$ cat config.mk
export PLATFORM = sky130hd
export DESIGN_NAME = bfca_controller
export DESIGN_NICKNAME = d
export VERILOG_FILES = /design/src/rtl/bfca_pkg.sv /design/src/rtl/bfca_controller.sv
export SDC_FILE = /design/constraint.sdc
export NUM_CORES = 1
export LEC_CHECK = 0
export BUFFER_PORTS_ARGS = -buffer_cell sky130_fd_sc_hd__buf_4
export CAP_MARGIN = 40
export CORE_MARGIN = 3
export CORE_UTILIZATION = 45
export CTS_BUF_LIST = sky130_fd_sc_hd__clkbuf_4
export CTS_CLUSTER_SIZE = 12
export DETAILED_ROUTE_END_ITERATION = 7
export HOLD_SLACK_MARGIN = 0.02
export MAX_ROUTING_LAYER = met4
export PLACE_DENSITY_LB_ADDON = 0.05
export SYNTH_ARGS = -nofsm -noshare
export SYNTH_HDL_FRONTEND = slang
export SYNTH_SLANG_ARGS = --single-unit
$ cat constraint.sdc
create_clock -name clk_i -period 2.8 [get_ports clk_i]
set_clock_uncertainty 0.1 [all_clocks]
set_input_delay 0 -clock clk_i [delete_from_list [all_inputs] [get_ports clk_i]]
set_output_delay 0 -clock clk_i [all_outputs]
set_load 0.005 [all_outputs]
$ cat src/rtl/bfca_pkg.sv
// Shared types for the best-fit coalescing allocator.
// Command and status structs between controller and datapath, result codes.
// No dependencies.
package bfca_pkg;

  localparam int IdxW = 10;

  typedef enum logic [2:0] {
    ST_OK       = 3'd0,
    ST_NO_BYTES = 3'd1,
    ST_NO_FIT   = 3'd2,
    ST_UNKNOWN  = 3'd3,
    ST_FULL     = 3'd4
  } status_e;

  typedef enum logic [4:0] {
    CMD_NONE,
    CMD_LATCH,
    CMD_SET_RES,
    CMD_SLOT,
    CMD_FREAD,
    CMD_FCALC,
    CMD_FEVAL,
    CMD_SPLIT,
    CMD_TAKE,
    CMD_FCOPY,
    CMD_LREAD,
    CMD_LEVAL,
    CMD_PEVAL,
    CMD_MERGE_BOTH,
    CMD_MERGE_PREV,
    CMD_MERGE_NEXT,
    CMD_INSERT,
    CMD_RESULT
  } cmd_e;

  typedef struct packed {
    cmd_e            op;
    status_e         code;
    logic [IdxW-1:0] idx;
  } dp_cmd_t;

  typedef struct packed {
    logic            is_free;
    logic            addr_zero;
    logic            no_room;
    logic            live_free;
    logic            best_ok;
    logic            slot_ok;
    logic            split_ok;
    logic            live_match;
    logic            below;
    logic            join_prev;
    logic            join_next;
    logic            full;
    logic            out_busy;
    logic [IdxW-1:0] cnt;
    logic [IdxW-1:0] best_idx;
  } dp_stat_t;

endpackage

$ cat src/rtl/bfca_controller.sv
// Controller: one-hot sequencer that walks the tables one entry per step.
// Issues bfca_pkg::dp_cmd_t to bfca_datapath and reads dp_stat_t; uses bfca_pkg.
module bfca_controller #(
  parameter int LIVE_DEPTH = 64
) (
  input  logic                clk_i,
  input  logic                rst_ni,
  input  logic                s_tvalid_i,
  output logic                s_tready_o,
  input  bfca_pkg::dp_stat_t  stat_i,
  output bfca_pkg::dp_cmd_t   cmd_o
);

  typedef enum logic [17:0] {
    S_IDLE   = 18'h00001,
    S_DECODE = 18'h00002,
    S_SLOT   = 18'h00004,
    S_FRD    = 18'h00008,
    S_FCALC  = 18'h00010,
    S_FEVAL  = 18'h00020,
    S_ADEC   = 18'h00040,
    S_SDN_RD = 18'h00080,
    S_SDN_WR = 18'h00100,
    S_LRD    = 18'h00200,
    S_LEV    = 18'h00400,
    S_PRD    = 18'h00800,
    S_PEV    = 18'h01000,
    S_PDEC   = 18'h02000,
    S_SUP_RD = 18'h04000,
    S_SUP_WR = 18'h08000,
    S_INS    = 18'h10000,
    S_FIN    = 18'h20000
  } state_e;

  localparam logic [bfca_pkg::IdxW-1:0] One     = bfca_pkg::IdxW'(1);
  localparam logic [bfca_pkg::IdxW-1:0] LiveEnd = bfca_pkg::IdxW'(LIVE_DEPTH - 1);

  state_e state_q, state_d;
  logic [bfca_pkg::IdxW-1:0] idx_q, idx_d, pos_q, pos_d;

  assign s_tready_o = (state_q == S_IDLE);

  always_comb begin
    state_d    = state_q;
    idx_d      = idx_q;
    pos_d      = pos_q;
    cmd_o.op   = bfca_pkg::CMD_NONE;
    cmd_o.code = bfca_pkg::ST_OK;
    cmd_o.idx  = idx_q;
    unique case (state_q)
      S_IDLE: begin
        if (s_tvalid_i) begin
          cmd_o.op = bfca_pkg::CMD_LATCH;
          state_d  = S_DECODE;
        end
      end
      S_DECODE: begin
        idx_d = '0;
        if (stat_i.is_free) begin
          if (stat_i.addr_zero) begin
            cmd_o.op = bfca_pkg::CMD_SET_RES;
            state_d  = S_FIN;
          end else begin
            state_d = S_LRD;
          end
        end else if (stat_i.no_room) begin
          cmd_o.op   = bfca_pkg::CMD_SET_RES;
          cmd_o.code = bfca_pkg::ST_NO_BYTES;
          state_d    = S_FIN;
        end else begin
          state_d = S_SLOT;
        end
      end
      S_SLOT: begin
        cmd_o.op = bfca_pkg::CMD_SLOT;
        if (stat_i.live_free || (idx_q == LiveEnd)) begin
          idx_d   = '0;
          state_d = S_FRD;
        end else begin
          idx_d = idx_q + One;
        end
      end
      S_FRD: begin
        if (idx_q == stat_i.cnt) begin
          state_d = S_ADEC;
        end else begin
          cmd_o.op = bfca_pkg::CMD_FREAD;
          state_d  = S_FCALC;
        end
      end
      S_FCALC: begin
        cmd_o.op = bfca_pkg::CMD_FCALC;
        state_d  = S_FEVAL;
      end
      S_FEVAL: begin
        cmd_o.op = bfca_pkg::CMD_FEVAL;
        idx_d    = idx_q + One;
        state_d  = S_FRD;
      end
      S_ADEC: begin
        state_d = S_FIN;
        if (!stat_i.best_ok) begin
          cmd_o.op   = bfca_pkg::CMD_SET_RES;
          cmd_o.code = bfca_pkg::ST_NO_FIT;
        end else if (!stat_i.slot_ok) begin
          cmd_o.op   = bfca_pkg::CMD_SET_RES;
          cmd_o.code = bfca_pkg::ST_FULL;
        end else if (stat_i.split_ok) begin
          cmd_o.op = bfca_pkg::CMD_SPLIT;
        end else begin
          cmd_o.op = bfca_pkg::CMD_TAKE;
          idx_d    = stat_i.best_idx;
          state_d  = S_SDN_RD;
        end
      end
      S_SDN_RD: begin
        if (idx_q >= stat_i.cnt) begin
          state_d = S_FIN;
        end else begin
          cmd_o.op  = bfca_pkg::CMD_FREAD;
          cmd_o.idx = idx_q + One;
          state_d   = S_SDN_WR;
        end
      end
      S_SDN_WR: begin
        cmd_o.op = bfca_pkg::CMD_FCOPY;
        idx_d    = idx_q + One;
        state_d  = S_SDN_RD;
      end
      S_LRD: begin
        cmd_o.op = bfca_pkg::CMD_LREAD;
        state_d  = S_LEV;
      end
      S_LEV: begin
        cmd_o.op = bfca_pkg::CMD_LEVAL;
        if (stat_i.live_match) begin
          idx_d   = '0;
          state_d = S_PRD;
        end else if (idx_q == LiveEnd) begin
          cmd_o.op   = bfca_pkg::CMD_SET_RES;
          cmd_o.code = bfca_pkg::ST_UNKNOWN;
          state_d    = S_FIN;
        end else begin
          idx_d   = idx_q + One;
          state_d = S_LRD;
        end
      end
      S_PRD: begin
        if (idx_q == stat_i.cnt) begin
          state_d = S_PDEC;
        end else begin
          cmd_o.op = bfca_pkg::CMD_FREAD;
          state_d  = S_PEV;
        end
      end
      S_PEV: begin
        cmd_o.op = bfca_pkg::CMD_PEVAL;
        if (stat_i.below) begin
          idx_d   = idx_q + One;
          state_d = S_PRD;
        end else begin
          state_d = S_PDEC;
        end
      end
      S_PDEC: begin
        state_d = S_FIN;
        pos_d   = idx_q;
        if (stat_i.join_prev && stat_i.join_next) begin
          cmd_o.op  = bfca_pkg::CMD_MERGE_BOTH;
          cmd_o.idx = idx_q - One;
          state_d   = S_SDN_RD;
        end else if (stat_i.join_prev) begin
          cmd_o.op  = bfca_pkg::CMD_MERGE_PREV;
          cmd_o.idx = idx_q - One;
        end else if (stat_i.join_next) begin
          cmd_o.op = bfca_pkg::CMD_MERGE_NEXT;
        end else if (stat_i.full) begin
          cmd_o.op   = bfca_pkg::CMD_SET_RES;
          cmd_o.code = bfca_pkg::ST_FULL;
        end else begin
          idx_d   = stat_i.cnt;
          state_d = S_SUP_RD;
        end
      end
      S_SUP_RD: begin
        if (idx_q == pos_q) begin
          state_d = S_INS;
        end else begin
          cmd_o.op  = bfca_pkg::CMD_FREAD;
          cmd_o.idx = idx_q - One;
          state_d   = S_SUP_WR;
        end
      end
      S_SUP_WR: begin
        cmd_o.op = bfca_pkg::CMD_FCOPY;
        idx_d    = idx_q - One;
        state_d  = S_SUP_RD;
      end
      S_INS: begin
        cmd_o.op = bfca_pkg::CMD_INSERT;
        state_d  = S_FIN;
      end
      S_FIN: begin
        if (!stat_i.out_busy) begin
          cmd_o.op = bfca_pkg::CMD_RESULT;
          state_d  = S_IDLE;
        end
      end
      default: state_d = S_IDLE;
    endcase
  end

  always_ff @(posedge clk_i or negedge rst_ni) begin
    if (!rst_ni) begin
      state_q <= S_IDLE;
      idx_q   <= '0;
      pos_q   <= '0;
    end else begin
      state_q <= state_d;
      idx_q   <= idx_d;
      pos_q   <= pos_d;
    end
  end

endmodule

==> results.md, run 1 <==
- Status: finished with violations
- Failing checks: setup timing
- Setup-failing EPs final: 4
- Final Critical Period: 2830 ps
- Largest net degree at the start of global routing: 39
- Initial DRC Count: 230
- Global-route wire length before repair: 18100 um
- Yosys top cell area share: 29.4%
- Sequential share of the synthesized area: 30.2%
- Wirelength, routed: 11600 um
- Grt ovf: 0
- Worst-Margin Slew: 547 ps
- Worst-path clk slew: 140 ps
- Hold Path Class: in2async
- Area leader, netlist: dfrtp_1
- Critical Path Max Stage Delay: 570 ps
- Max-cap viol count: 0
- CP max FO: 5
- Crit path max-delay family: simple AND/OR/NAND/NOR gates
- Top cells by area, synth: dfrtp_1, ha_1, xnor2_1, mux2_2, xor2_1
- H-tree depth: 2
- Clock root buffer: clkbuf_4
- Die height: 89.7 um
- Bufs and invs on worst path: 2
- Hold WS: 20.6 ps
- Ys Warns: 0
- Core Box Area: 6570 um2
- Syn Nets: 429
- Crit-path most repeated cell: or4_4
- CP endpoint kind: output pin
- Std-Cell Rows: 29
- Crit path cell chain: or4_4 > or3_4 > or4_4 > buf_6 > a21oi_4 > a221oi_2 > nand2_1 > buf_4
- Arr. time, crit path: 2730 ps
- Main flop type after synthesis: dfrtp_1
- Layout area overhead: 52.1%
- Crit. Startpoint: state_q[3]$_DFFE_PN0P_
- Die X: 89.7 um
- Tcrit/Tclk final: 101%
- Slack of the critical path: -28.1 ps
- Leakage: 2.28 nW
- Syn Inst Count: 381
- Nets: 574
- FF+latch count, synth: 38
- Vias/cell: 5.83
- Final HPWL DP: 7870 um
- R2R Path Start: state_q[1]$_DFFE_PN0P_
- Synth Area per Inst: 8.28 um2
- Count leader, synth: dfrtp_1
- VDD IR-drop max: 0.482 mV
- Synth async-reset ratio: 100%
- Slew HR: 63.5%
- Power per cell area: 512 nW/um2
- Post-Syn Area: 3150 um2
- Clk buf depth: 2
- Initial antenna violation count: 0
- Clock sinks: 38
- Num CTS Buffers: 5
- Total power: 2.45 mW
- Routed wire per std cell: 18.7 um
- Yosys cell types: 59
- Worst Path Required: 2700 ps
- RSZ-0062 raised after global routing: yes
- Layout cells sized above 1: 37.4%
- DR vias: 3619
- CTS tree: yes
- Clock latency at the later pin of the worst-skew pair: 380 ps
- Synth top cells by count: dfrtp_1, inv_1, nor2_1
- Port Buffers: 54
- DIE AREA: 8050 um2
- Number of flops mapped to enable cells by yosys: 0
- CP Launch Type: flip-flop
- Gr usage total: 28.5%
- GP Congestion: 0.969
- Max-slew violation count: 0
- Initial core utilization: 48.0%
- Vias in the first global route: 3655
- First drt pass iteration count: 5
- Antenna-violating nets left: 0
- DRC violation count after routing: 0
- CP max stage cell: or4_4
- Achievable clock frequency: 0.354 GHz
- I/O pins: 55
- Critical path class: reg2out
- Fin. Hold Viols: 0
cell type report:
type,count,area [um2]
inverters,30,115
multi-input cells,291,2220
well taps,93,116
repair buffers,160,1330
clock buffers,5,37.5
clock inverters,3,16.3
fillers,512,1770
flip-flops and latches,38,956
diodes,1,2.50
what timing repair did:
| action | 4_1_cts | 5_1_grt |
|---|---|---|
| buffers inserted | 11 | 20 |
| pin swaps | 4 | 21 |
| hold buffers | 35 | 0 |
| resized for setup | 18 | 44 |
| endpoints found under the hold margin | 57 | 0 |
| setup endpoints to repair | 13 | 25 |
flip-flops by register name, summed over array words and instances (netlist names):
name,cells
idx_q,10
pos_q,10
state_q,18
worst paths after layout:
path	to	slack [ps]	cells after the start
max in group asynchronous	state_q[15]$_DFFE_PN0P_	2150	2
max reg2reg	idx_q[7]$_DFFE_PN0P_	50	8
max	cmd_o[14]	-30	8
min in group clk_i	state_q[2]$_DFFE_PN0P_	100	5
min reg2reg	pos_q[7]$_DFFE_PN0P_	440	1
min	state_q[3]$_DFFE_PN0P_	20	2
worst reg2reg max path, cell delays in order, from the launching register on:
cell and delay, ps:
dfrtp_1 470, nor4_2 350, buf_4 200, nand4_1 110, or3b_2 520, o311a_1 200
a41o_2 400, a31oi_1 180, o22ai_1 90
logic make-up after synthesis:
family	after synthesis	share of synthesized area, %
buffers and inverters	52	6.75
AND/OR/NAND/NOR	152	27.2
XOR/XNOR	29	8.06
multiplexers	11	3.93
AO/OA/AOI/OAI	87	19.1
adder cells (fa/ha/maj)	12	4.76
flip-flops	38	30.2
metrics by stage:
stage               utilization (%)  std cells  setup TNS, ps  setup WS [ps]  instance area (um2)
detailed placement             59.2        546              0           71.5                 3890
global placement               59.2        546              0            109                 3890
finish                         73.0        621          -61.4          -28.1                 4800
floorplan                         -        381              0            130                 3150
CTS                            68.0        600          -16.9          -16.9                 4460
global route                   73.0        620          -1310           -150                 4790
placed cells by master, fill, tap and decap left out, types with 3 or more instances in the layout:
| cell type | instances |
|---|---|
| xor2_1 | 12 |
| or4_4 | 3 |
| a31oi_1 | 10 |
| ha_1 | 11 |
| clkbuf_4 | 5 |
| nor2b_1 | 5 |
| o21ai_0 | 15 |
| or3_1 | 3 |
| nor4_2 | 4 |
| inv_1 | 28 |
| dlygate4sd3_1 | 34 |
| a21oi_2 | 3 |
| or3b_2 | 3 |
| a21oi_1 | 8 |
| nand2_1 | 25 |
| o211ai_1 | 5 |
| o22ai_1 | 7 |
| nand3_1 | 14 |
| mux2_2 | 11 |
| nor4_1 | 4 |
| buf_4 | 117 |
| nand4_1 | 10 |
| a221oi_1 | 5 |
| and2_1 | 3 |
| a221o_1 | 5 |
| buf_6 | 7 |
| nor3_1 | 11 |
| xnor2_1 | 16 |
| dfrtp_2 | 3 |
| dfrtp_1 | 34 |
| nor2_1 | 26 |
| nand3b_1 | 3 |
| nand2b_1 | 10 |
where the power goes:
part           internal [mW]  switching [mW]
Clock                 0.0935           0.213
Combinational          0.716           0.766
Sequential             0.607          0.0593
per-layer routing:
metal	track usage, %	vias up	wire length [um]	part of all wire, %
li1	-	1690	-	-
met4	11.1	0	354	3.0
met2	48.8	144	6050	52
met3	4.26	30	617	5.3
met5	-	-	0	0
met1	33.8	1755	4590	40
(Power assumes the default switching activity.)
==> run 2: changes to the inputs <==
--- a/config.mk
+++ b/config.mk
@@ -5,6 +5,7 @@
 export SDC_FILE = /design/constraint.sdc
 export NUM_CORES = 1
 export LEC_CHECK = 0
+export ABC_AREA = 1
 export BUFFER_PORTS_ARGS = -buffer_cell sky130_fd_sc_hd__buf_4
 export CAP_MARGIN = 40
 export CORE_MARGIN = 3
==> run 2 against run 1 <==
The flow now finishes without violations. Register-to-register slack improved by 90 ps. Sequential share of layout area decreased by 1.6 points. Die area increased by 33%. Total power decreased by 35%. Synthesized area increased by 35%. Combinational power decreased by 53%. Via count increased by 40%. Cell count increased by 50%. Critical path depth increased by 4. Largest cell class unchanged. Highest routed layer unchanged.
==> results.md, run 2 <==
- Status: complete, no violations
- Synth top cells by count: nand2_1, nor2_1, inv_1
- Crit-path most repeated cell: nor2_1
- Reg-to-Reg End: idx_q[7]$_DFFE_PN0P_
- Std-Cell Rows: 34 (+17%)
- Reg-to-reg slack, setup: 140 ps (+90 ps)
- Gr usage total: 30.3% (+1.8 points)
- CTS tree: yes
- Largest register FFs: 18 (unchanged)
- Hold WS: 49.0 ps (+28.5 ps)
- Clk buf depth: 2 (unchanged)
- Wirelength, routed: 15500 um (+33%)
- Most frequent cells in the layout: nand2_1, nor2_1, inv_1, buf_4, nand3_1
- Main flop type after synthesis: dfrtp_1
- Vias/cell: 5.43 (-6.8%)
- DRC violation count after routing: 0 (unchanged)
- Max-slew violation count: 0 (unchanged)
- Initial antenna violation count: 0 (unchanged)
- CP max FO: 27 (+22)
- CP Launch Type: flip-flop
- Fin area: 5220 um2 (+8.9%)
- Setup-failing EPs final: 0 (-4)
- DR vias: 5067 (+40%)
- GP Congestion: 1.01 (+4.7%)
- Final Critical Period: 2660 ps (-166 ps)
- Grt ovf: 0 (unchanged)
- Tcrit/Tclk final: 95.1% (-5.9 points)
- DIE AREA: 10700 um2 (+33%)
- Vias in the first global route: 4596 (+26%)
- Synth async-reset ratio: 100% (unchanged)
- Fin Setup TNS: 0 ps (+61.4 ps)
- Inserted Diodes: 0 (-1)
- Layout area overhead: 22.3%
- R2R Path Start: state_q[1]$_DFFE_PN0P_
- Antenna-violating nets left: 0 (unchanged)
- DP Area: 4840 um2 (+25%)
- Top cells by area, synth: dfrtp_1, nand2_1, nor2_1, inv_1, nand3_1
- Synth Area per Inst: 5.97 um2 (-28%)
- Area leader, netlist: dfrtp_1
- Hold Path Class: in2reg
- Fillers: 875 (+71%)
- Num CTS Buffers: 5 (unchanged)
- Syn Nets: 763 (+78%)
- Yosys top cell area share: 21.7% (-7.7 points)
- Number of flops mapped to enable cells by yosys: 0 (unchanged)
- Critical Path Max Stage Delay: 540 ps (-30 ps)
- Leakage: 2.93 nW (+28%)
- Die X: 103 um (+15%)
- Achievable clock frequency: 0.376 GHz (+6.2%)
- Initial DRC Count: 521 (+130%)
- Biggest regs: state_q: 18 flops, idx_q: 10 flops, pos_q: 10 flops
- CP max stage cell: dlygate4sd3_1
- Clock latency at the later pin of the worst-skew pair: 360 ps (-20 ps)
- RSZ-0062 raised after global routing: yes
- Port Buffers: 54 (unchanged)
- Commonest non-fill, non-tap cell in the layout: nand2_1
- Worst setup path endpoint: idx_q[7]$_DFFE_PN0P_
- First drt pass iteration count: 6 (+1)
- Clock root buffer: clkbuf_4
- Arr. time, crit path: 2870 ps (+140 ps)
- Sequential share of the synthesized area: 22.3% (-7.9 points)
- Clock sinks: 38 (unchanged)
- Routed wire per std cell: 16.6 um (-11%)
- Worst-path clk slew: 130 ps (about the same)
- Core Box Area: 8980 um2 (+37%)
- Yosys cell types: 46 (-22%)
- Layout cells sized above 1: 17.3% (-20 points)
- Ys Warns: 0 (unchanged)
- Slew HR: 62.8% (-0.74 points)
- Worst-Margin Slew: 558 ps (+11.1 ps)
- Crit. Startpoint: state_q[1]$_DFFE_PN0P_
- I/O pins: 55 (unchanged)
- Count leader, synth: nand2_1
- Global-route wire length before repair: 24000 um (+33%)
- CP endpoint kind: flip-flop
- Die height: 103 um (+15%)
- Syn Inst Count: 715 (+88%)
- Fin. Hold Viols: 0 (unchanged)
- Crit path cell chain: nor2_1 > nand2_2 > nor2_4 > buf_12 > nand3_2 > buf_8 > nor2_1 > nor2_1 > nand4_1 > dlygate4sd3_1 > nand2_1 > nand2_1
- Largest net degree at the start of global routing: 39 (unchanged)
- FF+latch count, synth: 38 (unchanged)
- Initial core utilization: 47.6% (-0.43 points)
- R2R depth: 12 (+4)
- Total power: 1.60 mW (-35%)
- Worst Path Required: 3010 ps (+310 ps)
- Power per cell area: 306 nW/um2 (-40%)
- Top reg by flops: state_q
- Nets: 854 (+49%)
- Final HPWL DP: 12100 um (+54%)
- Max-cap viol count: 0 (unchanged)
- VDD IR-drop max: 0.385 mV (-20%)
- H-tree depth: 2 (unchanged)
- Post-Syn Area: 4270 um2 (+35%)
- Critical path class: reg2reg
run 2: what timing repair did:
action	CTS	global route
hold buffers	24	0
buffers inserted	0	9
setup endpoints to repair	0	15
endpoints found under the hold margin	56	0
gates resized for setup	0	7
run 2: critical path, delay by kind of cell, from the launching register on:
family,cells,cell delay (ps)
buffers and inverters,3,940
DFF,1,430
and+or+nand+nor,9,1110
run 2: cells by family after synthesis:
kind of cell    Yosys count  synth area share (%)
fa+ha+maj                12                  3.52
buf+inv                 114                  11.3
xor+xnor                  9                  1.85
simple gates            469                  51.4
flops                    38                  22.3
compound gates           73                  9.67
run 2: area by class of cell:
class / count / area, um2 / area share (%)
clock buffer: 6 / 45.0 / 0.862
clock inverter: 2 / 8.76 / 0.168
inverter: 95 / 360 / 6.90
multi-input combinational: 563 / 2840 / 54.4
sequential: 38 / 955 / 18.3
tap: 126 / 158 / 3.02
timing repair buffer: 103 / 853 / 16.3
run 2: how the worst min path moves through the flow:
stage | slack (ps) | startpoint | endpoint | depth (start not counted)
CTS | 20 | stat_i[11] | idx_q[1]$_DFFE_PN0P_ | 7
global placement | -80 | rst_ni | state_q[13]$_DFFE_PN0P_ | 1
detailed placement | -70 | rst_ni | state_q[10]$_DFFE_PN0P_ | 1
floorplan | -400 | rst_ni | idx_q[0]$_DFFE_PN0P_ | 0
finish | 50 | stat_i[10] | idx_q[0]$_DFFE_PN0P_ | 7
global route | 70 | stat_i[15] | idx_q[5]$_DFFE_PN0P_ | 7
run 2: power breakdown:
group / switching [mW] / internal [mW]
registers: 0.0146 / 0.571
clock network: 0.206 / 0.104
logic: 0.437 / 0.264
total: 0.657 / 0.939
run 2: through the flow:
stage,worst slack (ps),utilization (%),std cells
2_1_floorplan,958,-,715
3_3_place_gp,501,53.9,892
3_5_place_dp,518,53.9,892
4_1_cts,85.8,57.2,924
5_1_grt,-3.47,58.2,933
6_report,138,58.2,933
run 2: layer usage:
| layer | part of all wire [%] | track usage [%] |
|---|---|---|
| met1 | 47 | 45.3 |
| met2 | 42 | 42.5 |
| met3 | 10 | 5.77 |
| met4 | 0.97 | 5.28 |
| met5 | 0 | - |
